<file path="config.mk">
export PLATFORM = sky130hd
export DESIGN_NAME = affinity_chunk_dispatcher_core
export DESIGN_NICKNAME = d
export VERILOG_FILES = /design/src/rtl/acd_pkg.sv /design/src/rtl/affinity_chunk_dispatcher_core.sv /design/src/rtl/acd_div.sv /design/src/rtl/acd_datapath.sv /design/src/rtl/acd_ctrl.sv
export SDC_FILE = /design/constraint.sdc
export NUM_CORES = 1
export LEC_CHECK = 0
export BUFFER_PORTS_ARGS = -buffer_cell sky130_fd_sc_hd__buf_2
export CAP_MARGIN = 10
export CORE_ASPECT_RATIO = 1.2
export CORE_MARGIN = 2
export CORE_UTILIZATION = 57
export DETAILED_ROUTE_END_ITERATION = 7
export HOLD_SLACK_MARGIN = 0.12
export PLACE_DENSITY = 0.84
export SLEW_MARGIN = 20
export SYNTH_ARGS = -nofsm -noshare
export SYNTH_HDL_FRONTEND = slang
export SYNTH_SLANG_ARGS = --single-unit
</file>
<file path="constraint.sdc">
create_clock -name clk -period 6.3 [get_ports clk]
set_input_delay 0.315 -clock clk [delete_from_list [all_inputs] [get_ports clk]]
set_output_delay 0.315 -clock clk [all_outputs]
set_load 0.01 [all_outputs]
</file>
<file path="src/rtl/acd_pkg.sv">
`timescale 1ns / 1ps
`default_nettype none
// ----------------------------------------------------------------------------
// acd_pkg: shared types and constants
// Widths, status codes, register indexes and the control/status bundles
// that join the chunk dispatcher controller and datapath.
// ----------------------------------------------------------------------------
package acd_pkg;

  localparam int MAX_WORKERS = 16;
  localparam int ITER_BITS   = 16;
  localparam int SET_IDX_W   = $clog2(MAX_WORKERS);
  localparam int WCNT_W      = $clog2(MAX_WORKERS + 1);
  localparam int DIV_CNT_W   = $clog2(ITER_BITS);
  localparam int CFG_DATA_W  = 16;
  localparam int CFG_IDX_W   = 1;
  localparam int STATUS_W    = 2;

  typedef logic [ITER_BITS-1:0] iter_t;
  typedef logic [SET_IDX_W-1:0] set_idx_t;
  typedef logic [WCNT_W-1:0]    wcnt_t;
  typedef logic [STATUS_W-1:0]  status_t;

  localparam status_t STATUS_STARTED = 2'd0;
  localparam status_t STATUS_GRANTED = 2'd1;
  localparam status_t STATUS_DONE    = 2'd2;

  localparam logic [CFG_IDX_W-1:0] REG_TOTAL_ITER  = 1'b0;
  localparam logic [CFG_IDX_W-1:0] REG_NUM_WORKERS = 1'b1;

  // commands from controller to datapath
  typedef struct packed {
    logic load;        // latch worker count, total and worker id
    logic div_go;      // launch the shared divider
    logic div_chunk;   // dividend is the chosen set size, else the total
    logic sweep_init;  // reset layout walk
    logic sweep_wr;    // write one set of the new partition
    logic own_chk;     // look at the requester's own set
    logic scan_step;   // one step of the fullest-set search
    logic upd;         // take the chunk and emit a grant
    logic emit_start;  // emit partition-started result
    logic emit_done;   // emit nothing-left result
  } acd_cmd_t;

  // status from datapath to controller
  typedef struct packed {
    logic own_hit;
    logic idx_last;
    logic div_done;
    logic empty;
  } acd_sts_t;

  // clamp the configured worker count to 1..MAX_WORKERS
  function automatic wcnt_t eff_workers(input wcnt_t n);
    wcnt_t p;
    p = n;
    if (n == '0) begin
      p = wcnt_t'(1);
    end else if (n > wcnt_t'(MAX_WORKERS)) begin
      p = wcnt_t'(MAX_WORKERS);
    end
    return p;
  endfunction

endpackage
`default_nettype wire

</file>
<file path="src/rtl/affinity_chunk_dispatcher_core.sv">
`timescale 1ns / 1ps
`default_nettype none
// ----------------------------------------------------------------------------
// affinity_chunk_dispatcher_core: affinity-scheduling chunk dispatcher
// Splits a loop's iterations into one set per worker and hands out chunks,
// stealing from the fullest set once a worker's own set runs dry.
// ----------------------------------------------------------------------------
// usage
//   - command channel: a transaction is taken when start is high and busy
//     is low; in_req_type 0 lays out a new partition, 1 asks for a chunk
//     for worker in_worker_id
//   - result channel: out_valid strobes for exactly one cycle with status,
//     chunk bounds and source set; the receiver cannot stall it
//   - cfg port: cfg_we writes cfg_idx 0 (total iterations) or 1 (worker
//     count) at once; write only while busy is low
//   - sequence: a partition runs a divide, then lays out the sixteen sets
//     in turn; a chunk from the worker's own set takes one divide by the
//     worker count; a stolen chunk or a done answer first searches all
//     the sets; one transaction is in flight at a time
//   - busy falls in the cycle the result strobes, so the next command can
//     be taken alongside the result
//   - reset: all sets empty, total 1, one worker; a request answers done
// ----------------------------------------------------------------------------
module affinity_chunk_dispatcher_core
  import acd_pkg::*;
(
  input  wire logic                  clk,
  input  wire logic                  rst_n,
  // command channel
  input  wire logic                  start,
  output logic                       busy,
  input  wire logic                  in_req_type,
  input  wire set_idx_t              in_worker_id,
  // result channel
  output logic                       out_valid,
  output status_t                    out_status,
  output iter_t                      out_chunk_lower,
  output iter_t                      out_chunk_upper,
  output set_idx_t                   out_source_set,
  // configuration
  input  wire logic                  cfg_we,
  input  wire logic [CFG_IDX_W-1:0]  cfg_idx,
  input  wire logic [CFG_DATA_W-1:0] cfg_wdata
);

  acd_cmd_t cmd;
  acd_sts_t sts;

  // sequencer: one transaction at a time
  acd_ctrl u_ctrl (
    .clk         (clk),
    .rst_n       (rst_n),
    .start       (start),
    .in_req_type (in_req_type),
    .sts         (sts),
    .cmd         (cmd),
    .busy        (busy)
  );

  // set table, shared divider and result registers
  acd_datapath u_dp (
    .clk             (clk),
    .rst_n           (rst_n),
    .cfg_we          (cfg_we),
    .cfg_idx         (cfg_idx),
    .cfg_wdata       (cfg_wdata),
    .in_worker_id    (in_worker_id),
    .cmd             (cmd),
    .sts             (sts),
    .out_valid       (out_valid),
    .out_status      (out_status),
    .out_chunk_lower (out_chunk_lower),
    .out_chunk_upper (out_chunk_upper),
    .out_source_set  (out_source_set)
  );

  // every transaction ends with exactly one result, as busy drops
  a_result_on_finish: assert property (@(posedge clk) disable iff (!rst_n)
    $fell(busy) |-> out_valid)
    else $error("busy dropped without a result");

  // a taken command always occupies the sequencer
  a_busy_after_accept: assert property (@(posedge clk) disable iff (!rst_n)
    (start && !busy) |=> busy)
    else $error("command taken but sequencer not busy");

  // results never come back to back
  a_single_strobe: assert property (@(posedge clk) disable iff (!rst_n)
    out_valid |=> !out_valid)
    else $error("result strobe held for two cycles");

  // start and done results carry no chunk
  a_no_chunk_fields: assert property (@(posedge clk) disable iff (!rst_n)
    (out_valid && out_status != STATUS_GRANTED) |->
      (out_chunk_lower == '0 && out_chunk_upper == '0 && out_source_set == '0))
    else $error("non-grant result carries chunk fields");

  // a granted chunk is never empty
  a_chunk_nonempty: assert property (@(posedge clk) disable iff (!rst_n)
    (out_valid && out_status == STATUS_GRANTED) |->
      (out_chunk_upper != out_chunk_lower))
    else $error("granted chunk is empty");

endmodule
`default_nettype wire

</file>
<file path="src/rtl/acd_div.sv">
`timescale 1ns / 1ps
`default_nettype none
// ----------------------------------------------------------------------------
// acd_div: radix-2 restoring divider
// Divides an iteration count by the worker count, one quotient bit a cycle.
// ----------------------------------------------------------------------------
module acd_div
  import acd_pkg::*;
(
  input  wire logic  clk,
  input  wire logic  rst_n,
  input  wire logic  go,
  input  wire iter_t dividend,
  input  wire wcnt_t divisor,
  output logic       done,
  output iter_t      quotient,
  output wcnt_t      remainder
);

  logic                 run_r;
  logic                 done_r;
  logic [DIV_CNT_W-1:0] cnt_r;
  iter_t                q_r;
  wcnt_t                r_r;
  wcnt_t                dvs_r;
  logic [WCNT_W:0]      trial;
  logic                 fits;

  assign trial = {r_r, q_r[ITER_BITS-1]};
  assign fits  = trial >= {1'b0, dvs_r};

  always_ff @(posedge clk) begin
    if (!rst_n) begin
      run_r  <= 1'b0;
      done_r <= 1'b0;
      cnt_r  <= '0;
    end else if (go) begin
      run_r  <= 1'b1;
      done_r <= 1'b0;
      cnt_r  <= '0;
    end else if (run_r) begin
      cnt_r <= cnt_r + 1'b1;
      if (cnt_r == DIV_CNT_W'(ITER_BITS - 1)) begin
        run_r  <= 1'b0;
        done_r <= 1'b1;
      end
    end
  end

  always_ff @(posedge clk) begin
    if (go) begin
      q_r   <= dividend;
      r_r   <= '0;
      dvs_r <= divisor;
    end else if (run_r) begin
      q_r <= {q_r[ITER_BITS-2:0], fits};
      r_r <= fits ? WCNT_W'(trial - {1'b0, dvs_r}) : WCNT_W'(trial);
    end
  end

  assign done      = done_r;
  assign quotient  = q_r;
  assign remainder = r_r;

endmodule
`default_nettype wire

</file>
<file path="src/rtl/acd_datapath.sv">
`timescale 1ns / 1ps
`default_nettype none
// ----------------------------------------------------------------------------
// acd_datapath: set table, search and chunk arithmetic
// Holds configuration, per-set size and next iteration, the remaining
// total, the fullest-set search registers and the result registers.
// ----------------------------------------------------------------------------
module acd_datapath
  import acd_pkg::*;
(
  input  wire logic                  clk,
  input  wire logic                  rst_n,
  input  wire logic                  cfg_we,
  input  wire logic [CFG_IDX_W-1:0]  cfg_idx,
  input  wire logic [CFG_DATA_W-1:0] cfg_wdata,
  input  wire set_idx_t              in_worker_id,
  input  wire acd_cmd_t              cmd,
  output acd_sts_t                   sts,
  output logic                       out_valid,
  output status_t                    out_status,
  output iter_t                      out_chunk_lower,
  output iter_t                      out_chunk_upper,
  output set_idx_t                   out_source_set
);

  iter_t    tot_cfg_r;
  wcnt_t    nw_cfg_r;
  wcnt_t    p_r;
  iter_t    n_r;
  set_idx_t wid_r;
  iter_t    rem_r [MAX_WORKERS];
  iter_t    nxt_r [MAX_WORKERS];
  iter_t    tl_r;
  set_idx_t idx_r;
  iter_t    pos_r;
  set_idx_t src_r;
  iter_t    best_r;

  logic     out_valid_r;
  status_t  out_status_r;
  iter_t    out_lower_r;
  iter_t    out_upper_r;
  set_idx_t out_src_r;

  set_idx_t rd_idx;
  iter_t    rd_rem;
  iter_t    rd_next;
  logic     div_done;
  iter_t    div_q;
  wcnt_t    div_r;
  iter_t    sz;
  iter_t    chunk;
  iter_t    upper;

  // configuration registers
  always_ff @(posedge clk) begin
    if (!rst_n) begin
      tot_cfg_r <= iter_t'(1);
      nw_cfg_r  <= wcnt_t'(1);
    end else if (cfg_we) begin
      unique case (cfg_idx)
        REG_TOTAL_ITER:  tot_cfg_r <= cfg_wdata[ITER_BITS-1:0];
        REG_NUM_WORKERS: nw_cfg_r  <= cfg_wdata[WCNT_W-1:0];
        default: ;
      endcase
    end
  end

  // single read index into the set table
  always_comb begin
    priority if (cmd.own_chk) begin
      rd_idx = wid_r;
    end else if (cmd.scan_step) begin
      rd_idx = idx_r;
    end else begin
      rd_idx = src_r;
    end
  end

  assign rd_rem  = rem_r[rd_idx];
  assign rd_next = nxt_r[rd_idx];

  acd_div u_div (
    .clk       (clk),
    .rst_n     (rst_n),
    .go        (cmd.div_go),
    .dividend  (cmd.div_chunk ? best_r : n_r),
    .divisor   (p_r),
    .done      (div_done),
    .quotient  (div_q),
    .remainder (div_r)
  );

  // size of the set being laid out: base, plus one for the leading sets
  always_comb begin
    sz = '0;
    if ({1'b0, idx_r} < p_r) begin
      sz = div_q + (({1'b0, idx_r} < div_r) ? iter_t'(1) : iter_t'(0));
    end
  end

  assign chunk = (div_q == '0) ? iter_t'(1) : div_q;
  assign upper = rd_next + chunk;

  always_ff @(posedge clk) begin
    if (!rst_n) begin
      for (int i = 0; i < MAX_WORKERS; i++) begin
        rem_r[i] <= '0;
        nxt_r[i] <= '0;
      end
      tl_r <= '0;
    end else begin
      if (cmd.sweep_init) begin
        tl_r <= n_r;
      end
      if (cmd.sweep_wr) begin
        rem_r[idx_r] <= sz;
        nxt_r[idx_r] <= pos_r;
      end
      if (cmd.upd) begin
        rem_r[src_r] <= best_r - chunk;
        nxt_r[src_r] <= upper;
        tl_r         <= (tl_r > chunk) ? (tl_r - chunk) : '0;
      end
    end
  end

  always_ff @(posedge clk) begin
    if (cmd.load) begin
      p_r   <= eff_workers(nw_cfg_r);
      n_r   <= tot_cfg_r;
      wid_r <= in_worker_id;
    end
    if (cmd.sweep_init) begin
      idx_r <= '0;
      pos_r <= '0;
    end else if (cmd.sweep_wr) begin
      idx_r <= idx_r + 1'b1;
      pos_r <= pos_r + sz;
    end else if (cmd.own_chk) begin
      idx_r <= '0;
      if ({1'b0, wid_r} < p_r && rd_rem != '0) begin
        src_r  <= wid_r;
        best_r <= rd_rem;
      end
    end else if (cmd.scan_step) begin
      idx_r <= idx_r + 1'b1;
      if (idx_r == '0 || rd_rem > best_r) begin
        src_r  <= idx_r;
        best_r <= rd_rem;
      end
    end
  end

  // result registers
  always_ff @(posedge clk) begin
    if (!rst_n) begin
      out_valid_r <= 1'b0;
    end else begin
      out_valid_r <= cmd.emit_start | cmd.emit_done | cmd.upd;
    end
  end

  always_ff @(posedge clk) begin
    if (cmd.upd) begin
      out_status_r <= STATUS_GRANTED;
      out_lower_r  <= rd_next;
      out_upper_r  <= upper;
      out_src_r    <= src_r;
    end else if (cmd.emit_start || cmd.emit_done) begin
      out_status_r <= cmd.emit_start ? STATUS_STARTED : STATUS_DONE;
      out_lower_r  <= '0;
      out_upper_r  <= '0;
      out_src_r    <= '0;
    end
  end

  assign sts.own_hit  = ({1'b0, wid_r} < p_r) && (rd_rem != '0);
  assign sts.idx_last = idx_r == set_idx_t'(MAX_WORKERS - 1);
  assign sts.div_done = div_done;
  assign sts.empty    = (tl_r == '0) || (best_r == '0);

  assign out_valid       = out_valid_r;
  assign out_status      = out_status_r;
  assign out_chunk_lower = out_lower_r;
  assign out_chunk_upper = out_upper_r;
  assign out_source_set  = out_src_r;

endmodule
`default_nettype wire

</file>
<file path="src/rtl/acd_ctrl.sv">
`timescale 1ns / 1ps
`default_nettype none
// ----------------------------------------------------------------------------
// acd_ctrl: dispatcher sequencer
// Steps the datapath through partition layout or chunk grant.
// ----------------------------------------------------------------------------
module acd_ctrl
  import acd_pkg::*;
(
  input  wire logic     clk,
  input  wire logic     rst_n,
  input  wire logic     start,
  input  wire logic     in_req_type,
  input  wire acd_sts_t sts,
  output acd_cmd_t      cmd,
  output logic          busy
);

  localparam logic [3:0] S_IDLE  = 4'd0;
  localparam logic [3:0] S_SDIV  = 4'd1;
  localparam logic [3:0] S_SWAIT = 4'd2;
  localparam logic [3:0] S_SWEEP = 4'd3;
  localparam logic [3:0] S_OWN   = 4'd4;
  localparam logic [3:0] S_SCAN  = 4'd5;
  localparam logic [3:0] S_CHECK = 4'd6;
  localparam logic [3:0] S_CDIV  = 4'd7;
  localparam logic [3:0] S_CWAIT = 4'd8;
  localparam logic [3:0] S_UPD   = 4'd9;

  logic [3:0] state_r;
  logic [3:0] state_nxt;

  always_comb begin
    state_nxt = state_r;
    cmd       = '0;
    unique case (state_r)
      S_IDLE: begin
        if (start) begin
          cmd.load  = 1'b1;
          state_nxt = in_req_type ? S_OWN : S_SDIV;
        end
      end
      S_SDIV: begin
        cmd.div_go = 1'b1;
        state_nxt  = S_SWAIT;
      end
      S_SWAIT: begin
        if (sts.div_done) begin
          cmd.sweep_init = 1'b1;
          state_nxt      = S_SWEEP;
        end
      end
      S_SWEEP: begin
        cmd.sweep_wr = 1'b1;
        if (sts.idx_last) begin
          cmd.emit_start = 1'b1;
          state_nxt      = S_IDLE;
        end
      end
      S_OWN: begin
        cmd.own_chk = 1'b1;
        state_nxt   = sts.own_hit ? S_CDIV : S_SCAN;
      end
      S_SCAN: begin
        cmd.scan_step = 1'b1;
        if (sts.idx_last) begin
          state_nxt = S_CHECK;
        end
      end
      S_CHECK: begin
        if (sts.empty) begin
          cmd.emit_done = 1'b1;
          state_nxt     = S_IDLE;
        end else begin
          state_nxt = S_CDIV;
        end
      end
      S_CDIV: begin
        cmd.div_go    = 1'b1;
        cmd.div_chunk = 1'b1;
        state_nxt     = S_CWAIT;
      end
      S_CWAIT: begin
        if (sts.div_done) begin
          state_nxt = S_UPD;
        end
      end
      S_UPD: begin
        cmd.upd   = 1'b1;
        state_nxt = S_IDLE;
      end
      default: begin
        state_nxt = S_IDLE;
      end
    endcase
  end

  always_ff @(posedge clk) begin
    if (!rst_n) begin
      state_r <= S_IDLE;
    end else begin
      state_r <= state_nxt;
    end
  end

  assign busy = state_r != S_IDLE;

endmodule
`default_nettype wire

</file>
# == Yosys cells after proc, flatten, opt, wreduce, memory -nomap -nowiden ==
# Memories as Yosys holds them, arrays and structs flattened.
# Cells that the tools add are included.
# W data, S select, Z words.
# totals
out_inout_bits,40
word_cells,168
input_bits,26
ram_bits,512
memories,2
register_bits,177
# mem_list
memory,depth,word_bits,rd,rd_ports_with_merged_regs,write_ports,line,source
u_dp.nxt_r,16,16,1,0,16,acd_datapath.sv:32,iter_t nxt_r [MAX_WORKERS];
u_dp.rem_r,16,16,1,0,16,acd_datapath.sv:31,iter_t rem_r [MAX_WORKERS];
# op_classes
n_eq_ne,17
n_lt_le_gt_ge,7
reduce_logical,30
n_mux,75
n_addsub,8
n_bitwise,6
# op_table
operator,n
$mux W16,19
$mux W4,20
$reduce_or A16 Y1,4
$add A16 B16 Y16,3
$logic_not A16 Y1,3
$pmux W4 S9,1
$gt A16 B16 Y1,2
$sub A16 B16 Y16,2
$mux W1,29
$eq A4 B3 Y1 const B,4
$eq A4 B4 Y1 const B,4
$reduce_bool A16 Y1,1
$lt A4 B5 Y1,3
$mux W5,2
$reduce_and A5 Y1,2
$reduce_bool A2 Y1,5
$add A4 B1 Y4 const B,2
$eq A4 B2 Y1 const B,2
$logic_not A4 Y1,2
$ge A6 B5 Y1,1
$mux W3,2
$ne A2 B1 Y1 const B,3
$ne A2 B2 Y1 const B,3
$reduce_and A2 Y1,3
12 further kinds,21

# == Longest topological paths before layout ==
# Gate-level depths: netlist of run 1.
# An unclocked memory read counts as a cell.
# logic_depth
ltp_word,10
ltp_mapped,25
ltp_nobuf,24

# == By module ==
# Synthesis of run 1 repeated with hierarchy kept, for this count alone.
# hier_totals
cells_unflattened,3009
area_unflattened_um2,36637.6
# by_module_without_submodules
module,area_each_um2,n_inst,seq_area_each_um2,cells_per_inst
acd_datapath,34685.8,1,19008.2,2828
acd_div,1511.4,1,850.8,121
acd_ctrl,440.4,1,80.1,60

# == Worst setup path before layout of run 1 ==
# OpenSTA, ideal clock, no wires.
# synth_timing
path_type,register -> register
start,reg u_ctrl.state_r[3]
end,mem u_dp.nxt_r[10][14] in the netlist's numbering (data pin)
required_ns,6.034
slack_ns,0.388
period_less_slack_ns,5.912
setup_ns,0.266
stages_incl_launch_ff,22
path_buffers,5
arrival_time_ns,5.646
cell_sequence,dfxtp_1 -> buf_2 -> nor3b_2 -> buf_6 -> mux2i_1 -> clkbuf_1 -> buf_2 -> mux4_2 -> mux2i_1 -> a21oi_1 -> ha_1 -> fa_1 -> a21o_1 -> a21o_1 -> a2111oi_0 -> o31a_1 -> a21oi_1 -> a31oi_1 -> xnor2_1 -> mux2i_1 -> clkbuf_1 -> nor2_1
# synth_lines
item,line,source
from (decl),acd_ctrl.sv:30,logic [3:0] state_r;
from (signal assigned),acd_ctrl.sv:102,state_r <= state_nxt;
to (decl),acd_datapath.sv:32,

==> reports/qor.txt, run 1 <==
Status -> finished, final reports clean
Int Pwr -> 0.0100 W
Synth async-reset ratio -> 0%
CP most frequent cell -> buf_4
Max transition margin -> 21.7%
Total CTS buffers -> 66
Vias in the first global route -> 26500
Syn. warnings -> 0
Final hold violation count -> 0
Antenna violations before repair -> 2
Cell family with most CP delay -> compound AO/OA/AOI/OAI gates
CP Max Fanout -> 44
First-pass GRT wire length -> 154000 um
Clock slew at reported path FFs -> 60 ps
GRT Resource Usage Total -> 33.7%
Root buf cell -> clkbuf_16
Cells along the critical path -> nor3b_2 > buf_4 > mux2_8 > buf_4 > mux4_2 > nand2_1 > and3_1 > a21oi_1 > fa_1 > a21o_1 > a21o_1 > a2111oi_0 > o31a_1 > a21oi_1 > a31oi_1 > xnor2_1 > mux2i_1 > buf_4 > nor2_1
Worst-skew pair later-pin latency -> 640 ps
Gr ovfl total -> 0
Sequential share of power -> 35.2%
I/O pin cnt -> 66
CTS H-tree lvls -> 3
Worst slew pin tran -> 1170 ps
Pin count of the biggest net entering global routing -> 106
Antenna Nets Post-Route -> 0
Worst path bufs/invs -> 3
Cells after Synth -> 3090
Crit end category -> flop
Core Box Area -> 0.0586 mm^2
Die Wd -> 227 um
Type of origin of the critical path -> flop
Distinct cell type count of the synthesized netlist -> 66
TNS Setup -> 0 ps
Layout cell share with drive strength beyond 1 -> 12.0%
Via density -> 6.59
Port Buffers -> 65
Clock share of power -> 23.4%
Starting Density -> 57.9%
Post-synthesis sequential area ratio -> 58.8%
Hold Path Depth -> 4
DR pass1 iterations -> 6
Gate power share -> 41.3%
Overall power -> 0.0166 W
Synthesized cell area -> 0.0339 mm^2
Clock buffer depth -> 3
Most frequent cells in the layout -> nor2_1 (670), edfxtp_1 (614), nand2_1 (320)
CP max stage cell -> buf_4
Crit path time final -> 5810 ps
Synth-to-layout area growth -> 11.2%
Fill count -> 4143
WS Path Type -> flop to flop
Commonest non-fill, non-tap cell in the layout -> nor2_1
Post-cts resize count -> 0
Leakage -> 14.2 nW
Sw Pwr -> 0.00662 W
Achievable frequency -> 172 MHz
Final period utilization -> 92.2%
Fin. max-slew vios -> 0
Sinks on Clock Net -> 689
Via Count -> 26300
Pwr/cell area -> 441 mW/mm^2
DRT Wirelength -> 104000 um
Worst setup skew after layout -> 43.7 ps
Unrepaired setup endpoints after global routing -> false
HP Class -> input pin to flop
Initial DRC Count -> 3549
Max capacitance violation total -> 0
RePlAce Congestion -> 1.00
Post-synth EDFFs -> 614
CTS tree -> done
Final Setup Violations -> 0
Syn_nets -> 3219
DRC viols -> 0
Final net count -> 3278
Post-CTS setup buffer count -> 0
Post-CTS Hold Buffers -> 24
Levels on crit path -> 19
Post-Syn Area per Cell -> 11.0 um^2
WL per Instance -> 26.1 um
Seq cells post-synth -> 689
Leading register cell type out of synthesis -> edfxtp_1
# rows -> 97
Die area -> 0.0615 mm^2
Switching Share -> 39.8%
CP peak stage delay -> 620 ps
Worst Reg-to-Reg Cells -> 19
VDD IR max -> 0.301 mV
Arrival time worst endpoint -> 6140 ps
Chip height -> 271 um
CP required -> 6630 ps
Hpwl dp -> 65500 um
-- synthesized netlist by cell type (all sizes together), types with 14 or more instances --
master	number	area, um^2
xnor2	46	403
edfxtp	614	18400
o211ai	24	180
and2	34	213
nor4	35	225
dfxtp	75	1500
and3	26	163
ha	98	1230
inv	73	274
nand2	322	1210
nor2	670	2510
nand2b	19	119
mux2i	57	574
mux2	31	357
nor2b	22	138
a211oi	26	195
a21oi	192	961
nand4	17	106
a21boi	22	165
nor3	36	180
xor2	17	149
buf	49	246
a211o	17	149
o21ai	104	520
nand3	98	490
clkbuf	168	631
or3	14	87.6
a21o	19	143
mux4	64	1440
-- logic make-up after synthesis --
| kind of cell | after synthesis | share of synthesized area, % |
|---|---|---|
| AO/OA/AOI/OAI | 484 | 8.86 |
| XOR/XNOR | 63 | 1.63 |
| adder cells (fa/ha/maj) | 103 | 3.91 |
| buffers and inverters | 291 | 3.40 |
| flip-flops | 689 | 58.8 |
| multiplexers | 152 | 6.99 |
| AND/OR/NAND/NOR | 1308 | 16.4 |
-- per-layer routing --
layer	share of wire [%]	global-route usage [%]	routed length, um
met5	0	0	0
met4	7.4	23.2	7740
met2	48	55.2	49700
met1	32	39.4	33600
met3	13	7.67	13300
-- path summary, 6_finish.rpt --
kind                                   from                          endpoint  slack, ps
max reg2reg  u_ctrl.state_r[2]$_SDFFE_PN0P_  u_dp.nxt_r[15][14]$_SDFFCE_PN0P_        490
max          u_ctrl.state_r[2]$_SDFFE_PN0P_  u_dp.nxt_r[15][14]$_SDFFCE_PN0P_        490
min reg2reg  u_dp.tot_cfg_r[7]$_SDFFE_PN0P_             u_dp.n_r[7]$_DFFE_PP_        430
min                             in_req_type    u_ctrl.state_r[0]$_SDFFE_PN0P_        180
-- sequential cells by signal (all words and copies together) (netlist names), 5 cells and up --
register	count
u_dp.nxt_r	256
u_dp.rem_r	256
u_dp.best_r	16
u_dp.n_r	16
u_dp.out_chunk_lower	16
u_dp.out_chunk_upper	16
u_dp.pos_r	16
u_dp.tl_r	16
u_dp.tot_cfg_r	16
u_dp.u_div.quotient	16
u_dp.nw_cfg_r	5
u_dp.p_r	5
u_dp.u_div.dvs_r	5
u_dp.u_div.remainder	5
-- power groups by stage --
stage,clock [W],combinational [W],sequential [W]
after floorplan,0,0.00466,0.00570
after global placement,0,0.00643,0.00590
after detailed placement,0,0.00661,0.00592
after CTS,0.00389,0.00669,0.00583
after global routing,0.00406,0.00735,0.00587
final,0.00390,0.00687,0.00586
-- stage by stage --
stage	hold WS (ps)	cells	setup slack [ps]	instance area, um^2	util [%]
after floorplan	408	3090	388	33900	-
after global placement	414	3849	656	35400	60.3
after detailed placement	412	3849	629	35400	60.3
after CTS	139	3991	583	37700	64.3
after global routing	195	3993	150	37700	64.3
final	184	3993	490	37700	64.3
-- cell type report --
class,instances,area [um^2],share of cell area (%)
Antenna cell,2,5.00,0.0133
Clock buffer,92,1880,4.97
Clock inverter,26,208,0.551
Inverter,74,278,0.737
Multi-Input combinational cell,2110,12900,34.2
Sequential cell,689,19900,52.9
Tap cell,792,991,2.63
Timing Repair Buffer,208,1510,4.00
-- tightest hold or removal path: cells and delay by family --
family / cells / cell delay, ps
buffers and inverters: 1 / 120
AO/OA/AOI/OAI: 1 / 110
AND/OR/NAND/NOR: 2 / 190
(Power assumes the default switching activity.)
==> inputs of run 2 (changes only) <==
--- a/config.mk
+++ b/config.mk
@@ -5,12 +5,12 @@
 export SDC_FILE = /design/constraint.sdc
 export NUM_CORES = 1
 export LEC_CHECK = 0
-export BUFFER_PORTS_ARGS = -buffer_cell sky130_fd_sc_hd__buf_2
 export CAP_MARGIN = 10
 export CORE_ASPECT_RATIO = 1.2
 export CORE_MARGIN = 2
-export CORE_UTILIZATION = 57
+export CORE_UTILIZATION = 58
 export DETAILED_ROUTE_END_ITERATION = 7
+export DONT_BUFFER_PORTS = 1
 export HOLD_SLACK_MARGIN = 0.12
 export PLACE_DENSITY = 0.84
 export SLEW_MARGIN = 20
==> reports/qor.txt, run 2 (same netlist as run 1, synthesis figures left out) <==
Antenna violations before repair -> 2 (unchanged)
Hold Path Depth -> 2 (-2)
Pin count of the biggest net entering global routing -> 105 (-0.94%)
Final Setup Violations -> 0 (unchanged)
Leakage -> 14.0 nW (-1.4%)
CTS tree -> done
Gr ovfl total -> 0 (unchanged)
Via density -> 6.72 (+1.9%)
Worst Reg-to-Reg Cells -> 18 (-1)
Synth-to-layout area growth -> 10.5%
Sinks on Clock Net -> 689 (unchanged)
Final Core Density -> 64.5% (+0.13 points)
Worst setup skew after layout -> 36.1 ps (-7.60 ps)
DR pass1 iterations -> 6 (unchanged)
Crit path time final -> 5930 ps (+116 ps)
Final hold violation count -> 0 (unchanged)
Clock slew at reported path FFs -> 60 ps (about the same)
CP required -> 6650 ps (+20 ps)
Post-CTS setup buffer count -> 0 (unchanged)
Antenna Nets Post-Route -> 0 (unchanged)
Starting Density -> 58.3% (+0.48 points)
CP Max Fanout -> 22 (-50%)
DRT Wirelength -> 105000 um (+0.54%)
Root buf cell -> clkbuf_16
VDD IR max -> 0.231 mV (-23%)
Die area -> 0.0604 mm^2 (-1.7%)
Fin cells -> 3888 (-2.6%)
Port Buffers -> 0 (-100%)
Die Wd -> 225 um (-0.85%)
Final net count -> 3221 (-1.7%)
# rows -> 97 (unchanged)
Arrival time worst endpoint -> 6280 ps (+140 ps)
Max capacitance violation total -> 0 (unchanged)
Initial DRC Count -> 3718 (+4.8%)
DRC viols -> 0 (unchanged)
RePlAce Congestion -> 0.945 (-5.9%)
CTS H-tree lvls -> 3 (unchanged)
Worst Setup Slack, final -> 374 ps (-116 ps)
Worst slew pin tran -> 1110 ps (-61.8 ps)
Biggest regs -> u_dp.nxt_r: 256 flops, u_dp.rem_r: 256 flops
Clock buffer depth -> 3 (unchanged)
Max transition margin -> 25.8% (+4.1 points)
Final period utilization -> 94.1% (+1.8 points)
Achievable frequency -> 169 MHz (-2.0%)
I/O pin cnt -> 66 (unchanged)
Pwr/cell area -> 447 mW/mm^2 (+1.2%)
Type of origin of the critical path -> flop
Fin. max-slew vios -> 0 (unchanged)
GRT Resource Usage Total -> 34.5% (+0.77 points)
TNS Setup -> 0 ps (unchanged)
Status -> finished, final reports clean
Crit end category -> flop
Commonest non-fill, non-tap cell in the layout -> nor2_1
Worst-skew pair later-pin latency -> 640 ps (about the same)
First-pass GRT wire length -> 154000 um (about the same)
Chip height -> 269 um (-0.85%)
HP Class -> input pin to flop
Worst hold slack -> 182 ps (-1.98 ps)
Total CTS buffers -> 67 (+1.5%)
Placed insts -> 3728 (-3.1%)
Unrepaired setup endpoints after global routing -> false
Hpwl dp -> 66600 um (+1.6%)
Layout cell share with drive strength beyond 1 -> 10.3% (-1.7 points)
Vias in the first global route -> 26200 (-1.2%)
Worst slack at placement -> 528 ps (-101 ps)
Via Count -> 26100 (-0.74%)
Most frequent cells in the layout -> nor2_1 (670), edfxtp_1 (614), nand2_1 (320)
WL per Instance -> 27.0 um (+3.3%)
Core Box Area -> 0.0581 mm^2 (-0.83%)
WS Path Type -> flop to flop
run 2: final timing paths:
check,from,to,slack [ps]
worst max-delay path,u_ctrl.state_r[2]$_SDFFE_PN0P_,u_dp.nxt_r[1][12]$_SDFFCE_PN0P_,370
worst min-delay path,rst_n,u_dp.rem_r[12][8]$_SDFFCE_PN0P_,180
worst min register to register,u_dp.tot_cfg_r[9]$_SDFFE_PN0P_,u_dp.n_r[9]$_DFFE_PP_,430
worst max register to register,u_ctrl.state_r[2]$_SDFFE_PN0P_,u_dp.nxt_r[1][12]$_SDFFCE_PN0P_,370
run 2: worst max-delay path, cell delays in order, from the launching register on:
cell and delay [ps]:
dfxtp_1 560, nor3b_2 250, buf_4 280, mux2_4 540
buf_4 350, mux4_2 530, mux2i_1 150, a21oi_1 140
ha_1 410, a21o_1 180, a21o_1 220, a2111oi_0 570
o31a_1 250, a21oi_1 110, xnor2_1 230, nor2_1 60
a21oi_1 390, buf_4 310, nor2_1 80
run 2: layout make-up:
type                    instances  area [um^2]
diodes                          1         2.50
clock buffers                  87         1790
clock inverters                35          310
fillers                      4070        20700
inverters                      74          278
multi-input cells            2110        12900
flip-flops and latches        689        19900
well taps                     742          928
repair buffers                150         1300
run 2: power by group:
part	switching, W	internal (W)
Combinational	0.00448	0.00243
Sequential	0.000444	0.00543
Clock	0.00182	0.00213
Total	0.00674	0.0100
run 2: routing by layer:
metal,global-route usage (%),share of wire (%),vias to the layer above
li1,-,-,11000
met1,39.5,32,12400
met2,57.0,47,2071
met3,7.56,13,596
met4,26.2,8.4,2
met5,0,0.012,-
run 2: stage by stage:
stage	total power, W	area (um^2)
after floorplan	0.0104	33900
after global placement	0.0124	35000
after detailed placement	0.0126	35000
after CTS	0.0165	37500
after global routing	0.0174	37500
final	0.0167	37500
run 2: what timing repair did:
item	CTS	global route
hold buffers	37	0
hold endpoints to repair	52	0
resized for setup	0	0
